<file path="src/design/cht_pkg.sv">
// cht_pkg: sizes, codes and beat / control types for the chained hash table
// shared by the controller, the datapath, the top level and the checker
package cht_pkg;

  localparam int MAX_BUCKETS      = 16;
  localparam int CHAIN_DEPTH      = 8;
  localparam int KEY_W            = 32;
  localparam int CFG_W            = 5;
  localparam int BUCKETS_AT_RESET = 7;

  localparam int BKT_W     = $clog2(MAX_BUCKETS);
  localparam int SLOT_W    = $clog2(CHAIN_DEPTH);
  localparam int CNT_W     = $clog2(CHAIN_DEPTH + 1);
  localparam int ADDR_W    = BKT_W + SLOT_W;
  localparam int MEM_D     = MAX_BUCKETS * CHAIN_DEPTH;
  localparam int DIV_W     = BKT_W + 1;
  localparam int DIV_CNT_W = $clog2(KEY_W);

  typedef enum logic [1:0] {
    OP_INSERT = 2'd0,
    OP_DELETE = 2'd1,
    OP_READ   = 2'd2,
    OP_NONE   = 2'd3
  } cht_op_t;

  typedef enum logic [1:0] {
    ST_OK        = 2'd0,
    ST_FULL      = 2'd1,
    ST_NOT_FOUND = 2'd2,
    ST_EMPTY     = 2'd3
  } cht_status_t;

  typedef struct packed {
    logic [1:0]       opcode;
    logic [KEY_W-1:0] key;
    logic [3:0]       read_bucket;
    logic [2:0]       read_slot;
  } cht_in_t;

  typedef struct packed {
    logic [1:0]       status;
    logic [3:0]       bucket_index;
    logic [3:0]       chain_length;
    logic [KEY_W-1:0] read_key;
  } cht_out_t;

  typedef struct packed {
    logic        load;
    logic        div_step;
    logic        idx_inc;
    logic        rd_en;
    logic        rd_nxt;
    logic        wr_en;
    logic        wr_ins;
    logic        cnt_inc;
    logic        cnt_dec;
    logic        st_we;
    cht_status_t st;
    logic        resp;
  } cht_cmd_t;

  typedef struct packed {
    cht_op_t op;
    logic    div_last;
    logic    full;
    logic    idx_end;
    logic    nxt_end;
    logic    hit;
    logic    rd_oob;
  } cht_sts_t;

endpackage

</file>
<file path="src/design/cht_ctrl.sv">
// cht_ctrl: sequencer for hash, insert, search, shift and read steps
// depends on cht_pkg
module cht_ctrl import cht_pkg::*; (
  input  logic     clk,
  input  logic     rst_n,
  input  logic     start,
  input  cht_sts_t sts,
  output cht_cmd_t cmd,
  output logic     busy,
  output logic     out_valid
);

  typedef enum logic [3:0] {
    S_IDLE,
    S_DISPATCH,
    S_HASH,
    S_INS,
    S_SRCH_RD,
    S_SRCH_CMP,
    S_SHIFT_RD,
    S_SHIFT_WR,
    S_READ_RD,
    S_RESP
  } state_t;

  state_t state_r;
  state_t state_nxt;
  logic   busy_r;
  logic   out_valid_r;
  logic   out_valid_nxt;

  always_comb begin
    cmd           = '0;
    state_nxt     = state_r;
    out_valid_nxt = 1'b0;
    case (state_r)
      S_IDLE: begin
        if (start) begin
          cmd.load  = 1'b1;
          state_nxt = S_DISPATCH;
        end
      end
      S_DISPATCH: begin
        if (sts.op == OP_INSERT || sts.op == OP_DELETE) begin
          state_nxt = S_HASH;
        end else if (sts.op == OP_READ) begin
          state_nxt = S_READ_RD;
        end else begin
          state_nxt = S_RESP;
        end
      end
      S_HASH: begin
        cmd.div_step = 1'b1;
        if (sts.div_last) begin
          state_nxt = (sts.op == OP_INSERT) ? S_INS : S_SRCH_RD;
        end
      end
      S_INS: begin
        if (sts.full) begin
          cmd.st_we = 1'b1;
          cmd.st    = ST_FULL;
        end else begin
          cmd.wr_en   = 1'b1;
          cmd.wr_ins  = 1'b1;
          cmd.cnt_inc = 1'b1;
        end
        state_nxt = S_RESP;
      end
      S_SRCH_RD: begin
        if (sts.idx_end) begin
          cmd.st_we = 1'b1;
          cmd.st    = ST_NOT_FOUND;
          state_nxt = S_RESP;
        end else begin
          cmd.rd_en = 1'b1;
          state_nxt = S_SRCH_CMP;
        end
      end
      S_SRCH_CMP: begin
        if (sts.hit) begin
          state_nxt = S_SHIFT_RD;
        end else begin
          cmd.idx_inc = 1'b1;
          state_nxt   = S_SRCH_RD;
        end
      end
      S_SHIFT_RD: begin
        if (sts.nxt_end) begin
          cmd.cnt_dec = 1'b1;
          state_nxt   = S_RESP;
        end else begin
          cmd.rd_en  = 1'b1;
          cmd.rd_nxt = 1'b1;
          state_nxt  = S_SHIFT_WR;
        end
      end
      S_SHIFT_WR: begin
        cmd.wr_en   = 1'b1;
        cmd.idx_inc = 1'b1;
        state_nxt   = S_SHIFT_RD;
      end
      S_READ_RD: begin
        if (sts.rd_oob) begin
          cmd.st_we = 1'b1;
          cmd.st    = ST_EMPTY;
        end else begin
          cmd.rd_en = 1'b1;
        end
        state_nxt = S_RESP;
      end
      S_RESP: begin
        cmd.resp      = 1'b1;
        out_valid_nxt = 1'b1;
        state_nxt     = S_IDLE;
      end
      default: begin
        state_nxt = S_IDLE;
      end
    endcase
  end

  always_ff @(posedge clk) begin
    if (!rst_n) begin
      state_r     <= S_IDLE;
      busy_r      <= 1'b0;
      out_valid_r <= 1'b0;
    end else begin
      state_r     <= state_nxt;
      busy_r      <= (state_nxt != S_IDLE);
      out_valid_r <= out_valid_nxt;
    end
  end

  assign busy      = busy_r;
  assign out_valid = out_valid_r;

endmodule

</file>
<file path="config.mk">
export PLATFORM = sky130hd
export DESIGN_NAME = cht_ctrl
export DESIGN_NICKNAME = d
export VERILOG_FILES = /design/src/design/cht_pkg.sv /design/src/design/cht_ctrl.sv
export SDC_FILE = /design/constraint.sdc
export NUM_CORES = 1
export LEC_CHECK = 0
export BUFFER_PORTS_ARGS = -buffer_cell sky130_fd_sc_hd__buf_2
export CORE_AREA = 4 4 41 43
export CTS_CLUSTER_DIAMETER = 30
export DETAILED_ROUTE_END_ITERATION = 6
export DIE_AREA = 0 0 45 47
export PLACE_DENSITY = 0.74
export SETUP_SLACK_MARGIN = 0.15
export SYNTH_ARGS = -nofsm -noshare
export SYNTH_HDL_FRONTEND = slang
export SYNTH_SLANG_ARGS = --single-unit
</file>
<file path="constraint.sdc">
create_clock -name clk -period 4 [get_ports clk]
set_input_delay 0.8 -clock clk [delete_from_list [all_inputs] [get_ports clk]]
set_output_delay 0.8 -clock clk [all_outputs]
set_load 0.1 [all_outputs]
</file>
# == Word level (Yosys, flattened, before mapping) ==
# Index checks and enable logic that the tools add are counted.
# word_totals
word_cells,48
reg_bits,6
# classes
muxes,29
n_reduce_logical,5
n_eq_ne,11
# ops
op,count
case mux 4 bit (8 select lines),1
two-way mux 4 bit,5
"== test 4 x 3 -> 1 bit, second input constant",4
two-way mux 3 bit,5
two-way mux 1 bit,11
case mux 3 bit (3 select lines),1
"== test 4 x 2 -> 1 bit, second input constant",2
"== test 4 bit, second input constant",2
two-way mux 2 bit,3
"== test 4 x 1 -> 1 bit, second input constant",1
logical NOT 4 bit,1
case mux 1 bit (2 select lines),2
nonzero test 4 bit,1
case mux 1 bit (3 select lines),1
"== test 2 x 1 -> 1 bit, second input constant",1
"== test 2 bit, second input constant",1
logical NOT 2 bit,1
OR reduction 2 bit,1
logical OR 1 bit,1

# == Logic depth before layout (Yosys ltp) ==
# logic_depth
depth_word,5
ltp_mapped,6
mapped_depth_nobuf,5

# == Worst setup path before layout ==
# OpenSTA, ideal clock, no wires.
# synth_timing
path_type,input-to-output
from,input sts[4] (netlist bit)
to,output cmd[6] (netlist bit)
required_time_ns,3.200
arrival_ns,4.389
cell_stages,2
n_path_buf,1
slack_ns,-1.189
path_cell_list,nor4_1 buf_4
# synth_rtl
element,line_no,rtl
"start, declared",cht_ctrl.sv:7,"input cht_sts_t sts,"
"end, declared",cht_ctrl.sv:8,"output cht_cmd_t cmd,"

==> impl_metrics.toml <==
[timing]
max_slew_margin = 0.6406
finalCritPeriodShare = 0.6879
period_minus_slack_ps = 2752
rsz0062_at_grt = "no"
hold_viol = 0
max_freq_ghz = 0.3634
drv_slew = 0
worstMarginPinSlew_ps = 538.3
finalWorstSetupSlack_ps = 1248
tns_ps = 0
setup_viol = 0
finalClockSkew_ps = 2.532

[setup_path]
slowest_delay_ps = 630
r2r_end = "busy"
r2r_slack_ps = 2360
startpoint_type = "flip-flop"
slowest_stage = "dfxtp_1"
crit_buf_inv = 1
timing_worst_setup_path_type = "flip-flop to output pin"
rr_worst_depth = 5
rr_startpoint = "state_r[2]"
crit_chain = "nand2_1 -> nor2_1 -> a32oi_1 -> nor2_1 -> a31o_1 -> buf_2"
cp_common_cell = "nor2_1"
end_kind = "output pin"
path_delay_family = "flip-flops"
cp_max_fo = 15
worstPathRequired_ps = 3200
worstPathArrival_ps = 1950

[grt]
grt_pass1_vias = 477
track_usage = 0.1336
grt_max_degree = 16
grt_overflow = 0
antenna_found_initial = 0
grt_pass1_wl_mm = 2.104

[placement]
portBuffers = 25
placed_cell_area_um2 = 645.6
dp_hpwl_mm = 1.024
place_ws_ps = 1456
place.gp.congestion = 0.7604

[min_path]
worstHoldStart = "rst_n"
min_to = "state_r[3]"
hold_class = "input port to flip-flop"
min_path_cells = 2

[job]
cap_viol_max_count = 0

[clocking]
ctsResizeCount = 0
cts-root-buf = "clkbuf_4"
htreeDepth = 1
clock-sinks = 6
clk_latency_ps = 240
cts_tree = "done"
clockBufferDepth = 2
ctsHoldBuffers = 0
clk_pin_slew_ps = 40
numCtsBuffers = 3
postCtsSetupRepairBufs = 0

[routing]
drc_errors = 0
drtAntennaViolNets = 0
totalWireLength_mm = 1.302
drt-pass1-iter-count = 4
vias = 576
drtIter0Drc = 9
via_per_inst = 5.333
wl_per_cell_um = 12.06

[power]
p_per_area_nw_per_um2 = 343.5
ir_drop_mv = 0.1637
p_leak_uw = 0.0003155

[yosys]
postSynthCellCount = 71
yosysWarnings = 0
syn_nets = 82
seq_area_frac_synth = 0.2254
synth-seq-cells = 6
ys_types = 34
synth_area_per_cell_um2 = 7.507
synthesis.area_um2 = 533.0

[cells_and_area]
drive_above_1_share = 0.3763
layout.nets = 106
final_common_cell = "buf_2"
layout_common_cells = "buf_2 (25), nor2_1 (11), dfxtp_1 (6)"
diodes = 0
final_area_um2 = 668.1
area_growth_pct = 25.35

[floorplanning]
dieArea_um2 = 2115
placementRows = 13
initial_core_util = 0.4096
ios = 26
die_x_um = 45
core_um2 = 1301
die_y_um = 47

[run_status]
status = "completed"
==> synthesized netlist by cell type <==
cell type	number	share of area
nor2_1	11	0.077
dfxtp_1	6	0.23
and2_1	4	0.047
buf_4	4	0.056
inv_1	4	0.028
nand2_1	4	0.028
nor3_1	4	0.038
nand3_1	3	0.028
nor2b_1	3	0.035
a22oi_1	2	0.028
and3_1	2	0.023
o211ai_1	2	0.028
a21oi_1	1	0.0094
a31o_1	1	0.016
a31oi_1	1	0.012
a32oi_1	1	0.016
a41oi_1	1	0.016
a41oi_2	1	0.031
and2b_4	1	0.019
buf_2	1	0.0094
buf_6	1	0.021
mux2i_1	1	0.019
nand2b_1	1	0.012
nand2b_2	1	0.016
nand3b_1	1	0.014
nor2_2	1	0.012
nor3_2	1	0.019
nor4_1	1	0.012
nor4_2	1	0.023
nor4b_1	1	0.016
o2111ai_1	1	0.016
o21ai_0	1	0.0094
o221a_1	1	0.021
o31a_1	1	0.016
==> through the flow <==
stage	hold slack, ps	std cells	util	power, uW
4_1_cts	829.6	108	0.5135	231.5
2_1_floorplan	645.9	71	-	159.7
3_3_place_gp	842.4	105	0.4962	176.3
3_5_place_dp	868.2	105	0.4962	177.6
6_report	831.1	108	0.5135	229.5
5_1_grt	849.9	108	0.5135	241.4
==> registers in the layout, indices dropped and copies added (netlist names) <==
name       count
busy           1
out_valid      1
state_r        4
==> where the power goes <==
group / total (uW) / switching [uW] / internal, uW
logic: 99.9 / 74.7 / 25.2
clock network: 53.3 / 19.5 / 33.8
registers: 76.3 / 11.3 / 65.0
==> per-layer routing <==
metal	global-route usage	wire length (um)	vias to the layer above
met5	0	0	-
met4	0.03509	0	0
met3	0.04215	110	0
met2	0.1949	614	22
met1	0.1891	577	253
li1	-	-	301
==> final cells by class <==
cell class,count,area (um^2)
Tap cell,15,18.77
Multi-Input combinational cell,55,366.6
Clock buffer,3,22.52
Sequential cell,6,120.1
Timing Repair Buffer,25,125.1
Inverter,4,15.01
Fill cell,132,633.1
==> cell families (layout without fill, tap and decap cells) <==
kind of cell / after synthesis / count (layout) / share of synthesized area
and+or+nand+nor: 40 / 40 / 0.4202
AOI/OAI and AO/OA: 14 / 14 / 0.2207
buffers and inverters: 10 / 32 / 0.1150
DFF: 6 / 6 / 0.2254
muxes: 1 / 1 / 0.01878
==> worst max path at each step <==
stage | startpoint | endpoint | depth (start not counted) | slack, ps
final | state_r[1] | cmd[3] | 6 | 1250
after global routing | state_r[1] | cmd[3] | 6 | 1020
after CTS | state_r[1] | cmd[3] | 6 | 1240
after detailed placement | sts[2] | cmd[9] | 5 | 1460
after global placement | sts[2] | cmd[9] | 5 | 1490
after floorplan | sts[0] | cmd[3] | 3 | 180
Power figures use the tool's default switching activity.
